$ cat src/rtl/qte_pkg.sv
// Shared types, constants and the arctangent table for the quaternion to Euler XYZ block.
// This file has no dependencies.
package qte_pkg;

    localparam int COMPONENT_BITS_DEF = 16;
    localparam int CORDIC_STAGES_DEF  = 16;

    localparam int FRAC_BITS = 30;
    localparam int PW  = 32;  // product, 30 fraction bits
    localparam int MW  = 35;  // matrix term
    localparam int SW  = 32;  // clamped sine
    localparam int NW  = 61;  // radicand
    localparam int RW  = 62;  // root accumulator
    localparam int CW  = MW + 3;  // CORDIC vector
    localparam int AW  = 26;  // angle, deg * 2^16
    localparam int OW  = 16;
    localparam int SQRT_STAGES = 31;

    localparam int LIM_XZ = 23040;
    localparam int LIM_Y  = 11520;

    localparam int QDEPTH = 4;
    localparam int QAW    = 2;

    typedef logic signed [PW-1:0] t_prod;
    typedef logic signed [MW-1:0] t_mat;
    typedef logic signed [SW-1:0] t_sval;
    typedef logic [NW-1:0]        t_rad;
    typedef logic [RW-1:0]        t_root;
    typedef logic signed [CW-1:0] t_cw;
    typedef logic signed [AW-1:0] t_ang;
    typedef logic [QAW:0]         t_cnt;

    localparam t_mat  ONE_M  = t_mat'(64'sd1 <<< FRAC_BITS);
    localparam t_mat  NONE_M = -ONE_M;
    localparam t_rad  ONE_SQ = t_rad'(1) << (2 * FRAC_BITS);
    localparam t_ang  DEG90  = t_ang'(90 * 65536);
    localparam t_ang  DEG180 = t_ang'(180 * 65536);

    typedef struct packed {
        t_sval s;
        t_mat  xy;
        t_mat  xx;
        t_mat  zy;
        t_mat  zx;
        logic  lock;
    } t_job;

    function automatic t_ang atan_deg(input int k);
        t_ang v;
        case (k)
            0:  v = t_ang'(2949120);
            1:  v = t_ang'(1740967);
            2:  v = t_ang'(919879);
            3:  v = t_ang'(466945);
            4:  v = t_ang'(234379);
            5:  v = t_ang'(117304);
            6:  v = t_ang'(58666);
            7:  v = t_ang'(29335);
            8:  v = t_ang'(14668);
            9:  v = t_ang'(7334);
            10: v = t_ang'(3667);
            11: v = t_ang'(1833);
            12: v = t_ang'(917);
            13: v = t_ang'(458);
            14: v = t_ang'(229);
            15: v = t_ang'(115);
            16: v = t_ang'(57);
            17: v = t_ang'(29);
            18: v = t_ang'(14);
            19: v = t_ang'(7);
            20: v = t_ang'(4);
            21: v = t_ang'(2);
            22: v = t_ang'(1);
            default: v = '0;
        endcase
        return v;
    endfunction

endpackage

$ cat src/rtl/qte_queue.sv
// Short job queue between front and back.
// Depends on qte_pkg.
module qte_queue (
    input  logic          i_clk,
    input  logic          i_rst_n,
    input  logic          i_push,
    input  qte_pkg::t_job i_job,
    input  logic          i_pop,
    output logic          o_empty,
    output qte_pkg::t_cnt o_cnt,
    output qte_pkg::t_job o_job
);
    qte_pkg::t_job            r_mem [qte_pkg::QDEPTH];
    logic [qte_pkg::QAW-1:0]  r_wr, r_rd;
    qte_pkg::t_cnt            r_cnt;
    logic                     pop;

    assign o_empty = (r_cnt == '0);
    assign pop     = i_pop && !o_empty;
    assign o_cnt   = r_cnt;
    assign o_job   = r_mem[r_rd];

    always_ff @(posedge i_clk) begin
        if (!i_rst_n) begin
            r_wr  <= '0;
            r_rd  <= '0;
            r_cnt <= '0;
        end else begin
            if (i_push) begin
                r_wr <= r_wr + 1'b1;
            end
            if (pop) begin
                r_rd <= r_rd + 1'b1;
            end
            r_cnt <= r_cnt + qte_pkg::t_cnt'(i_push) - qte_pkg::t_cnt'(pop);
        end
        if (i_push) begin
            r_mem[r_wr] <= i_job;
        end
    end
endmodule

$ cat config.mk
export PLATFORM = sky130hd
export DESIGN_NAME = qte_queue
export DESIGN_NICKNAME = d
export VERILOG_FILES = /design/src/rtl/qte_pkg.sv /design/src/rtl/qte_queue.sv
export SDC_FILE = /design/constraint.sdc
export NUM_CORES = 1
export LEC_CHECK = 0
export BUFFER_PORTS_ARGS = -buffer_cell sky130_fd_sc_hd__buf_2
export CAP_MARGIN = 20
export CORE_MARGIN = 3
export CORE_UTILIZATION = 57
export CTS_CLUSTER_DIAMETER = 80
export DETAILED_ROUTE_END_ITERATION = 12
export HOLD_SLACK_MARGIN = 0.05
export PLACE_DENSITY = 0.79
export SLEW_MARGIN = 0
export SYNTH_ARGS = -nofsm -noshare
export SYNTH_HDL_FRONTEND = slang
export SYNTH_SLANG_ARGS = --single-unit
$ cat constraint.sdc
create_clock -name i_clk -period 6.8 [get_ports i_clk]
set_clock_uncertainty 0.1 [all_clocks]
set_input_delay 1.02 -clock i_clk [delete_from_list [all_inputs] [get_ports i_clk]]
set_output_delay 1.02 -clock i_clk [all_outputs]
set_load 0.05 [all_outputs]
==> impl_metrics.ini, run 1 <==
[critical_path]
crit_slowest_cell = dfxtp_4
worst-path-max-fanout = 117
cp-end-kind = output port
r2r_slack_ns = 3.95
crit_chain = buf_12 > mux4_2 > buf_2
crit_type = flip-flop to output port
critical_path.max_stage_delay_ns = 0.94
cp_top_family = flip-flops
critPathBufInv = 2
critPathArrivalTime_ns = 3.00
start_kind = flip-flop
required_ns = 5.68

[detailed_routing]
vias = 11649
drt_first_iter_violations = 1010
avgViaCountPerCell = 5.85
drtPass1Iterations = 5
ant_nets = 0
drc = 0
wl_per_cell_um = 26.0
wl_um = 51900

[clock_tree]
clkLatencyLatePin_ns = 0.57
cts_sinks = 701
cts_resized = 0
hold_buffers = 0
clk_pin_slew_worst_paths_ns = 0.06
htree_levels = 3
cts_buffers = 70
cts_buffer_depth = 3
tritoncts = built
cts_setup_buffers = 0
cts_root_buf = clkbuf_16

[sta]
rsz0062_at_grt = no
tns_ns = 0
clock.fmax_mhz = 243
tightest_slew_ns = 0.985
max_slew_margin_pct = 34.3
finalHoldViolCount = 0
min_period_over_period_pct = 60.6
drv_slew = 0
finalSetupViolCount = 0
fin_crit_ns = 4.12

[cells_and_area]
syn_to_final_growth_pct = 17.8
fillers = 2636
fin_cells = 1992
drive_gt1_share_pct = 45.8
nets = 1533

[pwr]
leakage_nw = 10.0
cellPowerDensity_mw_per_mm2 = 384
peakVddDrop_uv = 321

[floorplan]
core_area_sq_mm = 0.0436
num_rows = 76
start_util_pct = 58.4
die_h_um = 217
ioPinCount = 354
chipWidth_um = 217
die_area_sq_mm = 0.0472

[outcome]
status = complete, no violations

[flow_run]
cap_violations = 0

[logic_synthesis]
synthesis.area_sq_mm = 0.0254
synth_area_per_cell_sq_um = 26.9
post_synth_num_cell_types = 20
yosysWarnings = 0
synth_nets = 1130
netlist_instances = 946
seq_area_frac_synth_pct = 82.4
ys_seq_elements = 701

[place]
placedCellCount = 1862
gp_congestion = 0.746
hpwlAfterDp_um = 29700
io_buffers = 353

[global_routing]
grt_pass1_vias = 12355
grt_overflow = 0
grt_max_degree = 118
grt_pass1_wl_um = 77900
gr-usage-all-layers_pct = 22.4
antenna_found_initial = 18

[min_path]
hold_path.class = flip-flop to flip-flop
## sequential cells by signal (all words and copies together), names as in the netlist, named ones only
signal  flops
r_mem     692
r_wr        2
o_cnt       3
r_rd        2
## cell families (layout without fill, tap and decap cells)
| logic type | after synthesis | in the layout | synth area share (%) |
|---|---|---|---|
| AO/OA/AOI/OAI | 2 | 2 | 0.0689 |
| adder cells (fa/ha/maj) | 7 | 7 | 0.374 |
| AND/OR/NAND/NOR | 14 | 14 | 0.320 |
| multiplexers | 177 | 177 | 15.5 |
| XOR/XNOR | 2 | 2 | 0.123 |
| flip-flops | 701 | 701 | 82.4 |
| buffers and inverters | 43 | 493 | 1.25 |
| other | 0 | 11 | 0 |
## cell type report
type	count	area, sq um	area share [%]
inverter	5	18.8	0.0626
antenna	11	27.5	0.0918
sequential	701	21000	69.9
timing repair buffer	369	1920	6.42
multi-input combinational	202	4170	13.9
clock inverter	34	308	1.03
clock buffer	85	1830	6.10
tap	585	732	2.44
## worst register-to-register path, cell delays in order, from the launching register on
cell     delay [ns]
dfxtp_1        0.40
ha_1           0.18
and2_4         0.45
buf_4          0.65
buf_4          0.65
## power breakdown
group          switching [mW]  leakage, nW  internal (mW)
Sequential              0.128         6.43           4.98
Combinational            1.93         2.55          0.858
Clock                    1.51         1.03           2.10
Total                    3.57         10.0           7.94
## routing by layer
layer  routed length (um)  GRT usage (%)  vias to the layer above
met1                19500           29.7                     6130
met2                26200           35.9                      474
li1                     -              -                     4931
met4                 1270           7.13                       18
met5                  117              0                        -
met3                 4720           7.64                       96
## cell usage in the layout, fill, tap and decap left out, drive strengths merged
cell type,count
and2,6
buf,369
bufinv,5
clkbuf,85
clkinv,24
clkinvlp,4
dfxtp,9
diode,11
edfxtp,692
fa,1
ha,6
inv,6
mux2i,4
mux4,173
nand2,2
nand2b,2
nor2b,3
nor3,1
o311ai,1
o31a,1
xnor3,1
xor2,1
## worst paths after layout
kind                                start            to  depth (start not counted)
worst max-delay path            flip-flop     o_job[46]                          3
worst min-delay path              r_rd[1]     flip-flop                          2
worst max register to register    r_wr[0]  r_mem[3][81]                          4
worst min register to register    r_rd[1]     flip-flop                          2
## cell usage after synthesis
cell type    n  area, sq um
nand2_1      2         7.51
edfxtp_1   692        20800
o31a_1       1         8.76
nor2b_1      3         18.8
inv_1        5         18.8
ha_1         6         75.1
nor3_1       1         5.00
fa_1         1         20.0
buf_4        2         15.0
mux2i_1      4         40.0
o311ai_0     1         8.76
xor2_1       1         8.76
clkbuf_1     2         7.51
and2_1       6         37.5
buf_2       17         85.1
nand2b_1     2         12.5
mux4_2     173         3900
dfxtp_1      9          180
buf_6       17          191
xnor3_1      1         22.5
## metrics by stage
| step | hold WS (ns) | area [sq um] | power [mW] | utilization (%) | setup WS [ns] |
|---|---|---|---|---|---|
| 2_1_floorplan | 0.349 | 25400 | 7.42 | - | 1.19 |
| 3_3_place_gp | 0.357 | 27800 | 7.97 | 63.9 | 3.27 |
| 3_5_place_dp | 0.365 | 27800 | 8.00 | 63.9 | 3.26 |
| 4_1_cts | 0.374 | 30000 | 11.6 | 68.8 | 2.58 |
| 5_1_grt | 0.409 | 30000 | 11.9 | 68.8 | 2.47 |
| 6_report | 0.366 | 30000 | 11.5 | 68.8 | 2.68 |
Note: power is estimated with default switching activity, not from simulation.
==> run 2, diff against run 1 <==
clock period = 3.8 ns   (was 6.8 ns; I/O delays follow)
==> run 2 against run 1 <==
Sequential share of layout area fell by 0.35 points. Critical path depth is the same. Count of clock-buffer cells in the layout did not move. Worst hold slack worse by 0.28 ns. Sequential cell count did not move. Non-clock buffer count is 7 higher. Clock power rose by 76%. Cell count is 0.15% lower. Wire length is 0.51% higher.
==> impl_metrics.ini, run 2 (synthesis results as in run 1) <==
[pwr]
p_seq_share_pct = 44.2
cellPowerDensity_mw_per_mm2 = 683
p_sw_share_pct = 30.8
leakage_nw = 10.1
p_switching_mw = 6.34
peakVddDrop_uv = 673
combPwrFrac_pct = 24.9
pwr-share-clk_pct = 31.0
total_power_mw = 20.6
p_int_mw = 14.2

[sta]
clock.fmax_mhz = 310
finalHoldViolCount = 0
max_slew_margin_pct = 53.8
drv_slew = 0
finalSetupViolCount = 0
rsz0062_at_grt = no
tightest_slew_ns = 0.694
min_period_over_period_pct = 84.8
tns_ns = 0
fin_crit_ns = 3.22

[clock_tree]
hold_buffers = 0
htree_levels = 3
clkLatencyLatePin_ns = 0.58
tritoncts = built
cts_buffer_depth = 3
cts_setup_buffers = 0
cts_sinks = 701
cts_root_buf = clkbuf_16
cts_resized = 0
clk_pin_slew_worst_paths_ns = 0.06
cts_buffers = 68

[critical_path]
worst-path-max-fanout = 24
start_kind = flip-flop
required_ns = 3.13
cp_top_family = flip-flops
crit_chain = buf_4 > mux4_2 > buf_2
cp-end-kind = output port
crit_slowest_cell = dfxtp_4
critical_path.max_stage_delay_ns = 0.69
crit_type = flip-flop to output port
timing.rr.start = o_cnt[1]
critPathBufInv = 2
critPathArrivalTime_ns = 2.55

[cells_and_area]
nets = 1538
largest_reg_flops = 692
regMostFlops = r_mem
syn_to_final_growth_pct = 18.4
finalInstanceArea_sq_mm = 0.0301
drive_gt1_share_pct = 46.1
final_common_cell = edfxtp_1
fin_util_pct = 69.2
final_cell_mix = 692 x edfxtp_1, 353 x buf_2, 173 x mux4_2

[min_path]
worstHoldStart = i_job[149]
hold_path.class = primary input to flip-flop

[detailed_routing]
wl_um = 52100
avgViaCountPerCell = 5.88
drc = 0
drtPass1Iterations = 5
ant_nets = 0
vias = 11705
wl_per_cell_um = 26.2
drt_first_iter_violations = 1122

[global_routing]
grt_max_degree = 79
grt_overflow = 0
grt_pass1_vias = 12554
grt_pass1_wl_um = 78900
gr-usage-all-layers_pct = 22.8
antenna_found_initial = 19

[floorplan]
core_area_sq_mm = 0.0436
start_util_pct = 58.4
die_h_um = 217
die_area_sq_mm = 0.0472
num_rows = 76
chipWidth_um = 217
ioPinCount = 354

[place]
gp_congestion = 0.735
placed_area_sq_mm = 0.0280
hpwlAfterDp_um = 30200
io_buffers = 353

[flow_run]
cap_violations = 0

[outcome]
status = complete, no violations
==> run 2: area by class of cell <==
class / instances / area (sq um)
Clock inverter: 27 / 231
Sequential cell: 701 / 21000
Inverter: 5 / 18.8
Timing Repair Buffer: 376 / 2110
Multi-Input combinational cell: 202 / 4170
Fill cell: 2608 / 13400
Tap cell: 585 / 732
Antenna cell: 8 / 20.0
Clock buffer: 85 / 1870
==> run 2: path summary, 6_finish.rpt <==
| kind | endpoint | slack, ns | depth (start not counted) |
|---|---|---|---|
| setup / recovery | o_job[164] | 0.58 | 3 |
| hold / removal | r_mem[0][149] | 0.09 | 1 |
| setup reg to reg | o_cnt[2] | 1.69 | 8 |
| hold reg to reg | flip-flop | 0.39 | 2 |
==> run 2: metrics by stage <==
stage,cells,worst slack [ns],hold slack (ns)
6_report,1989,0.576,0.0884
5_1_grt,1985,0.371,0.0692
4_1_cts,1981,0.462,0.0525
3_5_place_dp,1869,1.13,0.374
3_3_place_gp,1869,1.16,0.349
2_1_floorplan,946,0.567,0.349
==> run 2: layer usage <==
| layer | GRT usage [%] | wire (um) | up-vias |
|---|---|---|---|
| met5 | 0 | 133 | - |
| met4 | 7.26 | 1290 | 20 |
| met3 | 8.56 | 5090 | 108 |
| met2 | 36.5 | 26200 | 543 |
| met1 | 29.5 | 19500 | 6109 |
| li1 | - | - | 4925 |
==> run 2: power by group through the flow <==
stage	combinational [mW]	sequential (mW)	clock, mW
finish	5.12	9.09	6.37
global placement	5.11	9.22	0
detailed placement	5.15	9.24	0
floorplan	4.04	9.20	0
CTS	5.19	9.10	6.51
global route	5.36	9.13	6.81
